===== config.mk =====
export PLATFORM = sky130hd
export DESIGN_NAME = bde_result
export DESIGN_NICKNAME = d
export VERILOG_FILES = /design/src/hw/rtl/binary_dilation_erosion_unit_defines.svh /design/src/hw/rtl/bde_pkg.sv /design/src/hw/rtl/bde_result.sv
export SDC_FILE = /design/constraint.sdc
export NUM_CORES = 1
export LEC_CHECK = 0
export BUFFER_PORTS_ARGS = -buffer_cell sky130_fd_sc_hd__buf_2
export CORE_AREA = 2 2 113 115
export DETAILED_ROUTE_END_ITERATION = 7
export DIE_AREA = 0 0 115 117
export PLACE_DENSITY = 0.65
export SLEW_MARGIN = 20
export SYNTH_ARGS = -nofsm -noshare
export SYNTH_HDL_FRONTEND = slang
export SYNTH_SLANG_ARGS = --single-unit

===== constraint.sdc =====
create_clock -name clk -period 5.2 [get_ports clk]
set_clock_uncertainty 0.2 [all_clocks]
set_input_delay 0.78 -clock clk [delete_from_list [all_inputs] [get_ports clk]]
set_output_delay 0.78 -clock clk [all_outputs]
set_load 0.01 [all_outputs]

===== src/hw/rtl/binary_dilation_erosion_unit_defines.svh =====
// ----------------------------------------------------------------------------
// Binary dilation / erosion unit: assertion macros
// Shared property wrappers for the concurrent checks of the unit.
// ----------------------------------------------------------------------------
`ifndef BINARY_DILATION_EROSION_UNIT_DEFINES_SVH
`define BINARY_DILATION_EROSION_UNIT_DEFINES_SVH

// Same-cycle implication, switched off while reset is high.
`define BDE_ASSERT_IMPLY(label, clk, rst, ante, cons) \
  label: assert property (@(posedge clk) disable iff (rst) (ante) |-> (cons)) \
    else $error("binary_dilation_erosion_unit: check failed");

// Next-cycle implication, switched off while reset is high.
`define BDE_ASSERT_NEXT(label, clk, rst, ante, cons) \
  label: assert property (@(posedge clk) disable iff (rst) (ante) |=> (cons)) \
    else $error("binary_dilation_erosion_unit: check failed");

// Check on the cycle after reset, live during reset.
`define BDE_ASSERT_RESET(label, clk, rst, cons) \
  label: assert property (@(posedge clk) (rst) |=> (cons)) \
    else $error("binary_dilation_erosion_unit: reset check failed");

`endif


===== src/hw/rtl/bde_pkg.sv =====
// ----------------------------------------------------------------------------
// Binary dilation / erosion package
// Sizes, register indexes and shared types of the unit.
// ----------------------------------------------------------------------------
package bde_pkg;

  localparam int MAX_WIDTH   = 1024;
  localparam int MAX_ROWS    = 1024;
  localparam int MAX_ELEMENT = 8;
  localparam int GRID        = 8;
  localparam int WIN_BITS    = GRID * GRID;
  localparam int COL_W       = $clog2(MAX_WIDTH);
  localparam int ROW_W       = 10;
  localparam int SIZE_W      = 11;
  localparam int ELEM_W      = 4;
  localparam int LINE_BITS   = MAX_ELEMENT - 1;
  localparam int INDEX_W     = 3;

  localparam logic [WIN_BITS-1:0] COL0_BITS = 64'h0101_0101_0101_0101;

  typedef enum logic [INDEX_W-1:0] {
    REG_MODE           = 3'd0,
    REG_ELEMENT_MASK   = 3'd1,
    REG_ELEMENT_WIDTH  = 3'd2,
    REG_ELEMENT_HEIGHT = 3'd3,
    REG_IMAGE_WIDTH    = 3'd4,
    REG_IMAGE_HEIGHT   = 3'd5
  } reg_index_t;

  localparam logic MODE_DILATE = 1'b0;
  localparam logic MODE_ERODE  = 1'b1;

  // Effective configuration: sizes clamped, masks trimmed to the element.
  typedef struct packed {
    logic                erode;
    logic [WIN_BITS-1:0] dil_mask;
    logic [WIN_BITS-1:0] ero_mask;
    logic [SIZE_W-1:0]   iw;
    logic [SIZE_W-1:0]   ih;
    logic [ELEM_W-1:0]   ew;
    logic [ELEM_W-1:0]   eh;
  } cfg_t;

  // Window stage handed to the result stage.
  typedef struct packed {
    logic                valid;
    logic [WIN_BITS-1:0] window;
    logic [COL_W-1:0]    x;
    logic [ROW_W-1:0]    y;
  } win_stage_t;

endpackage


===== src/hw/rtl/bde_result.sv =====
// ----------------------------------------------------------------------------
// Result stage
// Reduces the window against the structuring element and holds the result.
// ----------------------------------------------------------------------------
module bde_result import bde_pkg::*; (
  input  logic             clk,
  input  logic             rst,
  input  logic             advance,
  input  cfg_t             cfg,
  input  win_stage_t       stage,
  output logic             out_valid,
  output logic             out_pixel,
  output logic [COL_W-1:0] out_column,
  output logic [ROW_W-1:0] out_row
);

  logic [WIN_BITS-1:0] inside_img;
  logic                dil_hit;
  logic                ero_hit;
  logic                fits;
  logic [SIZE_W-1:0]   x_inc;
  logic [SIZE_W-1:0]   y_inc;
  logic                emit;
  logic                result;
  logic [COL_W-1:0]    col;
  logic [ROW_W-1:0]    row;

  // Window positions left of column 0 or above row 0 count as background.
  always_comb begin
    for (int j = 0; j < GRID; j++) begin
      for (int i = 0; i < GRID; i++) begin
        inside_img[j*GRID+i] = (stage.x >= COL_W'(i)) && (stage.y >= ROW_W'(j));
      end
    end
  end

  assign dil_hit = |(cfg.dil_mask & stage.window & inside_img);
  assign ero_hit = &(~cfg.ero_mask | stage.window);

  assign x_inc = SIZE_W'(stage.x) + SIZE_W'(1);
  assign y_inc = SIZE_W'(stage.y) + SIZE_W'(1);
  assign fits  = (x_inc >= SIZE_W'(cfg.ew)) && (y_inc >= SIZE_W'(cfg.eh));

  always_comb begin
    if (cfg.erode == MODE_ERODE) begin
      emit   = fits;
      result = ero_hit;
      col    = stage.x + COL_W'(1) - COL_W'(cfg.ew);
      row    = stage.y + ROW_W'(1) - ROW_W'(cfg.eh);
    end else begin
      emit   = 1'b1;
      result = dil_hit;
      col    = stage.x;
      row    = stage.y;
    end
  end

  always_ff @(posedge clk) begin
    if (rst) begin
      out_valid <= 1'b0;
    end else if (advance) begin
      out_valid <= stage.valid && emit;
    end
  end

  always_ff @(posedge clk) begin
    if (advance && stage.valid) begin
      out_pixel  <= result;
      out_column <= col;
      out_row    <= row;
    end
  end

endmodule


==> flow_summary.json <==
{
  "yosysWarnings": 0,
  "cp_slowest_cell": "a2111oi_0",
  "start_kind": "input port",
  "crit_buf_inv": 2,
  "ios": 269,
  "crit_arrival_ns": 3.43,
  "clock_latency_ns": 0.26,
  "hpwl_mm": 14.6,
  "hp-start": "out_valid$_SDFFE_PP0P_",
  "ys.flop_type": "edfxtp_1",
  "htreeDepth": 1,
  "p_total_uw": 814,
  "synth_area_per_cell_um2": 7.34,
  "final_core_util_pct": 46.0,
  "die_area_um2": 13500,
  "outcome": "finished, final reports clean",
  "synth-compound-area-share_pct": 25.3,
  "top_layer": "met4",
  "cts.root.buffer_cell": "clkbuf_16",
  "reg2reg_slack_ns": 4.46,
  "leakage_uw": 0.00302,
  "hold_viol_final": 0,
  "port_buffers": 246,
  "dp_cells": 958,
  "die_y_um": 117,
  "first_pass_iters": 8,
  "syn2layout_area_growth_pct": 34.1,
  "power_density_nw_per_um2": 144,
  "muxShareOfSynthArea_pct": 1.48,
  "period_needed_ns": 3.65,
  "fin_cells": 962,
  "start_util_pct": 34.3,
  "drive_above_1_share_pct": 32.6,
  "wirelength_mm": 16.8,
  "gp_congestion": 0.920,
  "final.fill_count": 1304,
  "clockBufferDepth": 2,
  "holdCritPathClass": "register to register",
  "worstReg2RegStart": "out_valid$_SDFFE_PP0P_",
  "grt_max_degree": 43,
  "slew_violations": 0,
  "reg2regPathDepth": 2,
  "r2r_end": "out_valid$_SDFFE_PP0P_",
  "crit_path_end_kind": "register",
  "num_rows": 41,
  "finalInstanceArea_um2": 5660,
  "holdPathStages": 2,
  "clock-sinks": 22,
  "cp_top_family": "compound AO/OA/AOI/OAI gates",
  "cts_resized": 0,
  "drt_iter0_drc": 339,
  "yosysTopAreaCell": "ha_1",
  "finalCritPeriodShare_pct": 70.3,
  "grt_first_pass_wirelength_mm": 24.9,
  "synth_top_area_share_pct": 18.7,
  "vias": 5077,
  "drc_errors": 0,
  "dpl_cell_area_um2": 5570,
  "worst_pin_slew_ns": 1.02,
  "syn_nets": 887,
  "antenna_found_initial": 0,
  "hold-path-endpoint": "out_valid$_SDFFE_PP0P_",
  "ant_nets": 0,
  "synthXorXnorAreaFrac_pct": 4.56,
  "cts_tree": "built",
  "max_slew_margin_pct": 31.8,
  "cts_hold_buffers": 0,
  "drv_cap": 0,
  "met1_length_mm": 7.17,
  "rsz0062_at_grt": "false",
  "ys_types": 68,
  "grtUsageTotal_pct": 23.8,
  "vias_per_cell": 5.28,
  "multiInputGateArea_um2": 3110,
  "critPathMaxFanout": 9,
  "crit_chain": "buf_2, inv_1, ha_1, and4bb_1, a32oi_1, nand2b_1, nand2_1, nand3_1, a21boi_0, a2111oi_0, a32oi_1",
  "post-cts-setup-buffer-count": 0,
  "post_synth_instance_area_um2": 4220,
  "critPathKind": "input port to register",
  "irDropWorstVdd_v": 0.0000936,
  "yosysSeqAreaShare_pct": 15.4,
  "core_area_um2": 12300,
  "yosys.area_share.simple_pct": 22.8,
  "diodes": 0,
  "met3_length_mm": 1.71,
  "setup_tns_ns": 0,
  "synth_most_common_cell": "inv_1",
  "overflow": 0,
  "syn_inst": 575,
  "register_area_um2": 651,
  "wl_per_cell_um": 17.4,
  "synth_async_sr_flop_share_pct": 0,
  "max_stage_delay_ns": 0.53,
  "clock.fmax_ghz": 0.274,
  "synth_top_family_by_area": "compound AO/OA/AOI/OAI gates",
  "final_net_count": 1125,
  "wl_met2_mm": 7.78,
  "cts_inserted_buffers": 3,
  "path_common_cell": "a32oi_1",
  "synthTopCellsByArea": "ha_1 (19%), edfxtp_1 (15%), inv_1 (9.2%), nand2_1 (5.9%), o22ai_1 (4.1%)",
  "synth_common_cells": "inv_1 (104), nand2_1 (66), ha_1 (63)",
  "path_clk_slew_ns": 0.06,
  "grt_pass1_vias": 4882,
  "synth-edff-count": 21,
  "synthAdderAreaFrac_pct": 19.6,
  "ys_ff_latch": 22,
  "die_w_um": 115,
  "setup_viol": 0,
  "required_ns": 4.97
}
[power breakdown]
part           total, uW  internal, uW  switching, uW
logic                413           188            225
clock network        182           118           64.8
registers            219           215           3.65
[worst min-delay path: cells and delay by family, from the launching register on]
kind	cells	cell delay (ns)
AO/OA/AOI/OAI	1	0.05
flip-flops	1	0.31
AND/OR/NAND/NOR	1	0.06
[per-stage QoR]
step,hold slack [ns],setup WS [ns]
2_1_floorplan,0.283,1.83
3_3_place_gp,0.250,1.37
3_5_place_dp,0.250,1.36
4_1_cts,0.261,1.65
5_1_grt,0.307,1.39
6_report,0.258,1.55
[flip-flops by register name (all words and copies together), names as in the netlist]
register	count
out_column	10
out_row	10
out_pixel	1
out_valid	1
[layer usage]
layer / vias up / GRT usage [%]
li1: 2532 / -
met1: 2307 / 31.8
met2: 225 / 39.4
met3: 13 / 7.26
met4: 0 / 2.41
met5: - / 0
[worst max-delay path by stage]
stage | start | endpoint | slack, ns | cells after the start
after detailed placement | stage[11] | out_column[9]$_DFFE_PP_ | 1.36 | 15
after CTS | stage[11] | out_column[9]$_DFFE_PP_ | 1.65 | 15
after floorplan | stage[11] | out_column[9]$_DFFE_PP_ | 1.83 | 14
after global routing | stage[6] | out_pixel$_DFFE_PP_ | 1.39 | 11
final | stage[18] | out_pixel$_DFFE_PP_ | 1.55 | 11
after global placement | stage[18] | out_pixel$_DFFE_PP_ | 1.37 | 11
[cell usage in the layout, fill, tap and decap left out, drive strengths merged, types with 9 or more instances in the layout]
master,netlist,layout
a21oi,27,27
a31oi,9,9
buf,5,246
edfxtp,21,21
ha,63,63
inv,104,104
nand2,66,66
nand2b,10,10
nand3,33,33
nand4,10,10
nor2,20,20
nor2b,9,9
o21ai,28,28
o22ai,28,28
xnor2,13,13
xor2,9,9
[area by class of cell]
| cell class | instances | share of cell area (%) |
|---|---|---|
| Clock buffer | 4 | 1.57 |
| Tap cell | 150 | 3.32 |
| Inverter | 104 | 6.90 |
| Timing Repair Buffer | 246 | 21.8 |
| Sequential cell | 22 | 11.5 |
| Multi-Input combinational cell | 436 | 55.0 |
[logic make-up after synthesis]
logic type / Yosys count
buffers and inverters: 117
muxes: 6
xor gates and xnor gates: 22
adders and majority gates: 65
and+or+nand+nor: 187
AOI/OAI and AO/OA: 156
DFF: 22
No activity file was read; power rests on OpenSTA's default activity.
